### src/rtl/prk_pkg.sv
`timescale 1ns / 1ps
// Shared constants for the Park rotation block: default widths, command codes,
// CORDIC gain correction and the arctangent table. No dependencies.
package prk_pkg;

    localparam int DATA_WIDTH_DEF  = 16;
    localparam int ANGLE_WIDTH_DEF = 16;

    // fraction bits carried below the Q1.15 point through the CORDIC
    localparam int GUARD = 8;
    // residual angle, 2^32 units per turn, plus sign
    localparam int Z_WIDTH = 33;
    // 1/K in Q30
    localparam logic [29:0] INV_GAIN_Q30 = 30'd652032874;

    localparam logic CMD_FORWARD = 1'b0;
    localparam logic CMD_INVERSE = 1'b1;

    // atan(2^-i) in 2^32 units per turn, rounded
    function automatic logic [31:0] atan_turn(input int unsigned idx);
        logic [31:0] t;
        case (idx)
            0:       t = 32'h20000000;
            1:       t = 32'h12E4051E;
            2:       t = 32'h09FB385B;
            3:       t = 32'h051111D4;
            4:       t = 32'h028B0D43;
            5:       t = 32'h0145D7E1;
            6:       t = 32'h00A2F61E;
            7:       t = 32'h00517C55;
            8:       t = 32'h0028BE53;
            9:       t = 32'h00145F2F;
            10:      t = 32'h000A2F98;
            11:      t = 32'h000517CC;
            12:      t = 32'h00028BE6;
            13:      t = 32'h000145F3;
            14:      t = 32'h0000A2FA;
            15:      t = 32'h0000517D;
            16:      t = 32'h000028BE;
            17:      t = 32'h0000145F;
            18:      t = 32'h00000A30;
            19:      t = 32'h00000518;
            20:      t = 32'h0000028C;
            21:      t = 32'h00000146;
            22:      t = 32'h000000A3;
            23:      t = 32'h00000051;
            24:      t = 32'h00000029;
            25:      t = 32'h00000014;
            26:      t = 32'h0000000A;
            27:      t = 32'h00000005;
            28:      t = 32'h00000003;
            29:      t = 32'h00000001;
            30:      t = 32'h00000001;
            default: t = 32'h00000000;
        endcase
        return t;
    endfunction

endpackage

### src/rtl/prk_cordic_stage.sv
`timescale 1ns / 1ps
// One registered CORDIC micro-rotation (rotation mode) of the Park pipeline.
// Depends on prk_pkg for the arctangent table.
module prk_cordic_stage #(
    parameter int W    = 27,
    parameter int ZW   = 33,
    parameter int STEP = 0
) (
    input  logic                 clk,
    input  logic                 rst_n,
    input  logic                 en,
    input  logic                 up_valid,
    input  logic signed [W-1:0]  up_x,
    input  logic signed [W-1:0]  up_y,
    input  logic signed [ZW-1:0] up_z,
    output logic                 dn_valid,
    output logic signed [W-1:0]  dn_x,
    output logic signed [W-1:0]  dn_y,
    output logic signed [ZW-1:0] dn_z
);
    import prk_pkg::*;

    localparam logic signed [ZW-1:0] ANGLE_STEP =
        $signed(ZW'(atan_turn(STEP)));

    logic                 valid_reg;
    logic signed [W-1:0]  x_reg;
    logic signed [W-1:0]  y_reg;
    logic signed [ZW-1:0] z_reg;
    logic signed [W-1:0]  x_next;
    logic signed [W-1:0]  y_next;
    logic signed [ZW-1:0] z_next;

    // arithmetic shifts floor, as required
    always_comb
    begin
        if (!up_z[ZW-1])
        begin
            x_next = up_x - (up_y >>> STEP);
            y_next = up_y + (up_x >>> STEP);
            z_next = up_z - ANGLE_STEP;
        end
        else
        begin
            x_next = up_x + (up_y >>> STEP);
            y_next = up_y - (up_x >>> STEP);
            z_next = up_z + ANGLE_STEP;
        end
    end

    always_ff @(posedge clk or negedge rst_n)
    begin
        if (!rst_n)
        begin
            valid_reg <= 1'b0;
        end
        else if (en)
        begin
            valid_reg <= up_valid;
        end
    end

    always_ff @(posedge clk)
    begin
        if (en)
        begin
            x_reg <= x_next;
            y_reg <= y_next;
            z_reg <= z_next;
        end
    end

    assign dn_valid = valid_reg;
    assign dn_x     = x_reg;
    assign dn_y     = y_reg;
    assign dn_z     = z_reg;

endmodule

### config.mk
export PLATFORM = sky130hd
export DESIGN_NAME = prk_cordic_stage
export DESIGN_NICKNAME = d
export VERILOG_FILES = /design/src/rtl/prk_pkg.sv /design/src/rtl/prk_cordic_stage.sv
export SDC_FILE = /design/constraint.sdc
export NUM_CORES = 1
export LEC_CHECK = 0
export ABC_AREA = 1
export BUFFER_PORTS_ARGS = -buffer_cell sky130_fd_sc_hd__buf_2
export CAP_MARGIN = 20
export CORE_MARGIN = 2
export CORE_UTILIZATION = 60
export DETAILED_ROUTE_END_ITERATION = 10
export HOLD_SLACK_MARGIN = 0.15
export PLACE_DENSITY = 0.86
export SLEW_MARGIN = 10
export SYNTH_ARGS = -nofsm -noshare
export SYNTH_HDL_FRONTEND = slang
export SYNTH_SLANG_ARGS = --single-unit
export TNS_END_PERCENT = 50
### constraint.sdc
create_clock -name clk -period 1.45 [get_ports clk]
set_clock_uncertainty 0.1 [all_clocks]
set_input_delay 0.0725 -clock clk [delete_from_list [all_inputs] [get_ports clk]]
set_output_delay 0.0725 -clock clk [all_outputs]
set_load 0.03 [all_outputs]
==> impl_metrics.json, run 1 <==
{
  "yosysWarnings": 0,
  "pin_count": 179,
  "postPlaceCellArea_um2": 12100,
  "root_buffer": "clkbuf_16",
  "grt_max_degree": 53,
  "initial_utilization_pct": 61.6,
  "htree_num_levels": 3,
  "row_count": 44,
  "async_flop_share_pct": 1.15,
  "die_y_um": 126,
  "stop_stage": "5_1_grt",
  "synth_area_leaders": "edfxtp_1 29%, nand2_1 17%, ha_1 12%",
  "ys_types": 42,
  "cts_buffers": 9,
  "place.port_buffers": 178,
  "synth_edf_count": 86,
  "syn_nets": 1496,
  "routabilityCongestion": 1.05,
  "clock_sinks": 87,
  "status": "stopped before the end",
  "syn_area_per_cell_um2": 6.85,
  "yosysTopAreaCell": "edfxtp_1",
  "synth_top_cell_area_share_pct": 28.7,
  "synth_ff_type": "edfxtp_1",
  "dpl_worst_slack_ns": -0.669,
  "synth-seq-cells": 87,
  "synthesis.area_um2": 8990,
  "die_w_um": 126,
  "clock_path_buffers": 2,
  "hpwl_um": 26900,
  "ys_seq_area_share_pct": 29.0,
  "synthCells": 1313,
  "error_line": "[ERROR DPL-0038] Utilization greater than 100%, impossible to legalize"
}
==> synthesized netlist by cell type, types with 2 or more instances <==
master      n
o22ai_1     6
o21bai_1   16
a21oi_1    66
ha_1       88
o21a_1      2
nand2_1   418
a31oi_1     7
buf_2       8
a21oi_2    12
o21ai_0    38
nor2_4      4
nand3_2     5
nand2_2    10
nand2_4     3
buf_6      13
a21o_1      2
clkbuf_1    7
nand4_1    24
inv_1     221
buf_4       8
nor2_1     78
edfxtp_1   86
inv_2      11
xor2_1     15
o21ai_1    12
fa_1        4
nor3_2      2
nor2_2     21
nor3_1      2
nand3_1   112
==> logic make-up after synthesis <==
logic type	synth area share, %
AND/OR/NAND/NOR	32.8
buffers and inverters	12.8
AO/OA/AOI/OAI	10.7
adder cells (fa/ha/maj)	13.1
flip-flops	29.0
XOR/XNOR	1.56
multiplexers	0.125
==> stage by stage <==
step / setup TNS [ns] / util (%) / cells / hold slack [ns]
after floorplan: -4.47 / - / 1313 / -0.323
after global placement: -21.75 / 83.2 / 1827 / -0.253
after detailed placement: -25.14 / 83.2 / 1827 / -0.248
after CTS: -2.99 / 95.3 / 1918 / 0.151
==> timing repair <==
item,in CTS
resized for setup,190
buffers inserted,33
hold endpoints to repair,49
hold buffers,42
pin swaps,103
endpoints found under the setup margin,44
==> run 2: changes to the inputs <==
CORE_UTILIZATION = 40   (was 60)
HOLD_SLACK_MARGIN = not set   (was 0.15)
PLACE_DENSITY = not set   (was 0.86)
PLACE_DENSITY_LB_ADDON = 0.15   (was not set)
==> run 2 against run 1 <==
Net effect: area after synthesis is the same; the flow now finishes, with violations (negative setup slack); synthesized cell count unchanged.
==> impl_metrics.json, run 2 <==
{
  "routabilityCongestion": 0.936,
  "ys_seq_area_share_pct": 29.0,
  "cap_violations": 0,
  "fin_crit_sh_pct": 108,
  "synth_area_leaders": "edfxtp_1 29%, nand2_1 17%, ha_1 12%",
  "path_cells": "buf_8 > inv_4 > ha_4 > buf_8 > nor2_4 > buf_4 > buf_4 > nand2_4 > nand2_2 > nand2_2 > nand4_1 > nand3_2 > nand2_1",
  "drive_gt1_share_pct": 47.5,
  "cp_max_fo": 6,
  "ys_types": 42,
  "r2r_slack_ns": 0.61,
  "worst_setup_path_end_kind": "flip-flop",
  "syn_area_per_cell_um2": 6.85,
  "postPlaceCellArea_um2": 12100,
  "dieArea_um2": 23700,
  "setup_tns_ns": -2.21,
  "clock_sinks": 87,
  "synth-seq-cells": 87,
  "worst_pin_slew_ns": 0.646,
  "start_kind": "primary input",
  "synthTopCellsByCount": "418 x nand2_1, 221 x inv_1, 112 x nand3_1, 88 x ha_1, 86 x edfxtp_1",
  "htree_num_levels": 3,
  "hold_path_class": "in -> reg",
  "pin_count": 179,
  "synth_top_cell_area_share_pct": 28.7,
  "die_y_um": 154,
  "synthCells": 1313,
  "via_count": 10075,
  "synth_edf_count": 86,
  "num_antenna_cells": 0,
  "antenna_found_initial": 1,
  "place.port_buffers": 178,
  "root_buffer": "clkbuf_16",
  "leakage_nw": 7.00,
  "violations": "negative setup slack",
  "syn_nets": 1496,
  "hold_ws_ns": 0.0355,
  "die_w_um": 154,
  "yosysTopAreaCell": "edfxtp_1",
  "setup_slack_ns": -0.112,
  "cts_buffers": 9,
  "worstHoldStart": "up_y[0]",
  "reg2regPathDepth": 1,
  "arrival_ns": 1.57,
  "r2r-start": "dn_valid$_DFFE_PN0P_",
  "slowest_stage": "ha_4",
  "largest_reg_flops": 33,
  "synth_ff_type": "edfxtp_1",
  "core_um2": 22000,
  "post-route-min-period_ns": 1.56,
  "finalPower_w": 0.0116,
  "grt-ovfl-total": 0,
  "nNetsFinal": 1885,
  "critPathKind": "in -> reg",
  "final-hold-violation-count": 0,
  "initial_utilization_pct": 40.9,
  "first_pass_iters": 5,
  "dpl_worst_slack_ns": -0.608,
  "synthToLayoutAreaGrowth_pct": 58.9,
  "fmax_ghz": 0.640,
  "ir_worst_vdd_uv": 683,
  "clock_path_buffers": 2,
  "yosysWarnings": 0,
  "drc": 0,
  "timing.critical_path.from": "up_x[5]",
  "most-common-layout-cells": "296 x nand2_1, 182 x buf_4, 161 x inv_1",
  "synthesis.area_um2": 8990,
  "track_usage_pct": 27.9,
  "drt_first_iter_violations": 688,
  "synth_most_common_cell": "nand2_1",
  "grt_max_degree": 53,
  "whs_endpoint": "dn_y[0]$_DFFE_PP_",
  "cts.clk_slew.worst_paths_ns": 0.07,
  "slew_viol_final": 0,
  "grt_pass1_vias": 9832,
  "row_count": 54,
  "worstHoldPathCells": 3,
  "rsz0062_at_grt": "true",
  "final_cell_area_um2": 14300,
  "slew-limit-headroom_pct": 56.9,
  "r2r_end": "dn_valid$_DFFE_PN0P_",
  "final_common_cell": "nand2_1",
  "wl_per_cell_um": 16.9,
  "drt_wl_total_um": 33600,
  "hpwl_um": 26900,
  "max_stage_delay_ns": 0.33,
  "grt_pass1_wl_um": 51800,
  "power.density_nw_per_um2": 809,
  "viasPerCell": 5.07,
  "async_flop_share_pct": 1.15,
  "cts_tree": "built",
  "status": "finished with violations",
  "ant_nets": 0,
  "clock_latency_ns": 0.35,
  "finalSetupViolCount": 37,
  "crit_required_ns": 1.46
}
==> run 2: worst max path at each step <==
stage,slack (ns),cells after the start,end
after global placement,-0.58,12,dn_x[14]$_DFFE_PP_
after global routing,-0.21,15,dn_y[26]$_DFFE_PP_
final,-0.11,13,dn_x[22]$_DFFE_PP_
after CTS,-0.08,14,dn_x[26]$_DFFE_PP_
after detailed placement,-0.61,14,dn_y[18]$_DFFE_PP_
after floorplan,-0.13,13,dn_x[22]$_DFFE_PP_
==> run 2: per-stage QoR <==
| stage | utilization [%] | instances |
|---|---|---|
| floorplan | - | 1313 |
| global placement | 55.0 | 1896 |
| detailed placement | 55.0 | 1896 |
| CTS | 61.9 | 1969 |
| global route | 65.1 | 1987 |
| finish | 65.1 | 1987 |
==> run 2: kinds of logic after synthesis <==
logic type / synth area share (%)
compound gates: 10.7
xor+xnor: 1.56
fa+ha+maj: 13.1
buf+inv: 12.8
flops: 29.0
mux: 0.125
simple gates: 32.8
==> run 2: power by group <==
part	leakage [nW]	switching (W)	internal [W]
registers	0.852	0.000107	0.00315
logic	5.98	0.00347	0.00221
clock network	0.164	0.00109	0.00155
total	7.00	0.00466	0.00690
==> run 2: layer usage <==
metal,up-vias,global-route usage (%),part of all wire [%]
li1,4966,-,-
met5,-,0,0.033
met3,43,3.92,6.4
met4,2,8.32,2.2
met2,370,47.1,47
met1,4694,37.3,45
==> run 2: layout make-up <==
cell class                      count  area, µm²
Fill cell                        1881       7670
Multi-Input combinational cell    957       6960
Timing Repair Buffer              414       3080
Sequential cell                    87       2610
Inverter                          233        952
Tap cell                          280        350
Clock buffer                        9        225
Clock inverter                      7        111
==> run 2: critical path: cells and delay by family <==
kind | cells | cell delay, ns
simple gates | 7 | 0.62
fa+ha+maj | 1 | 0.33
buf+inv | 5 | 0.54
==> run 2: timing repair <==
item / CTS / global route
pin swaps: 92 / 80
endpoints found under the hold margin: 33 / 0
buffers inserted: 23 / 18
hold buffers: 34 / 0
setup endpoints to repair: 44 / 45
resized for setup: 177 / 157
cloned: 1 / 0
Note: power is estimated with default switching activity, not from simulation.
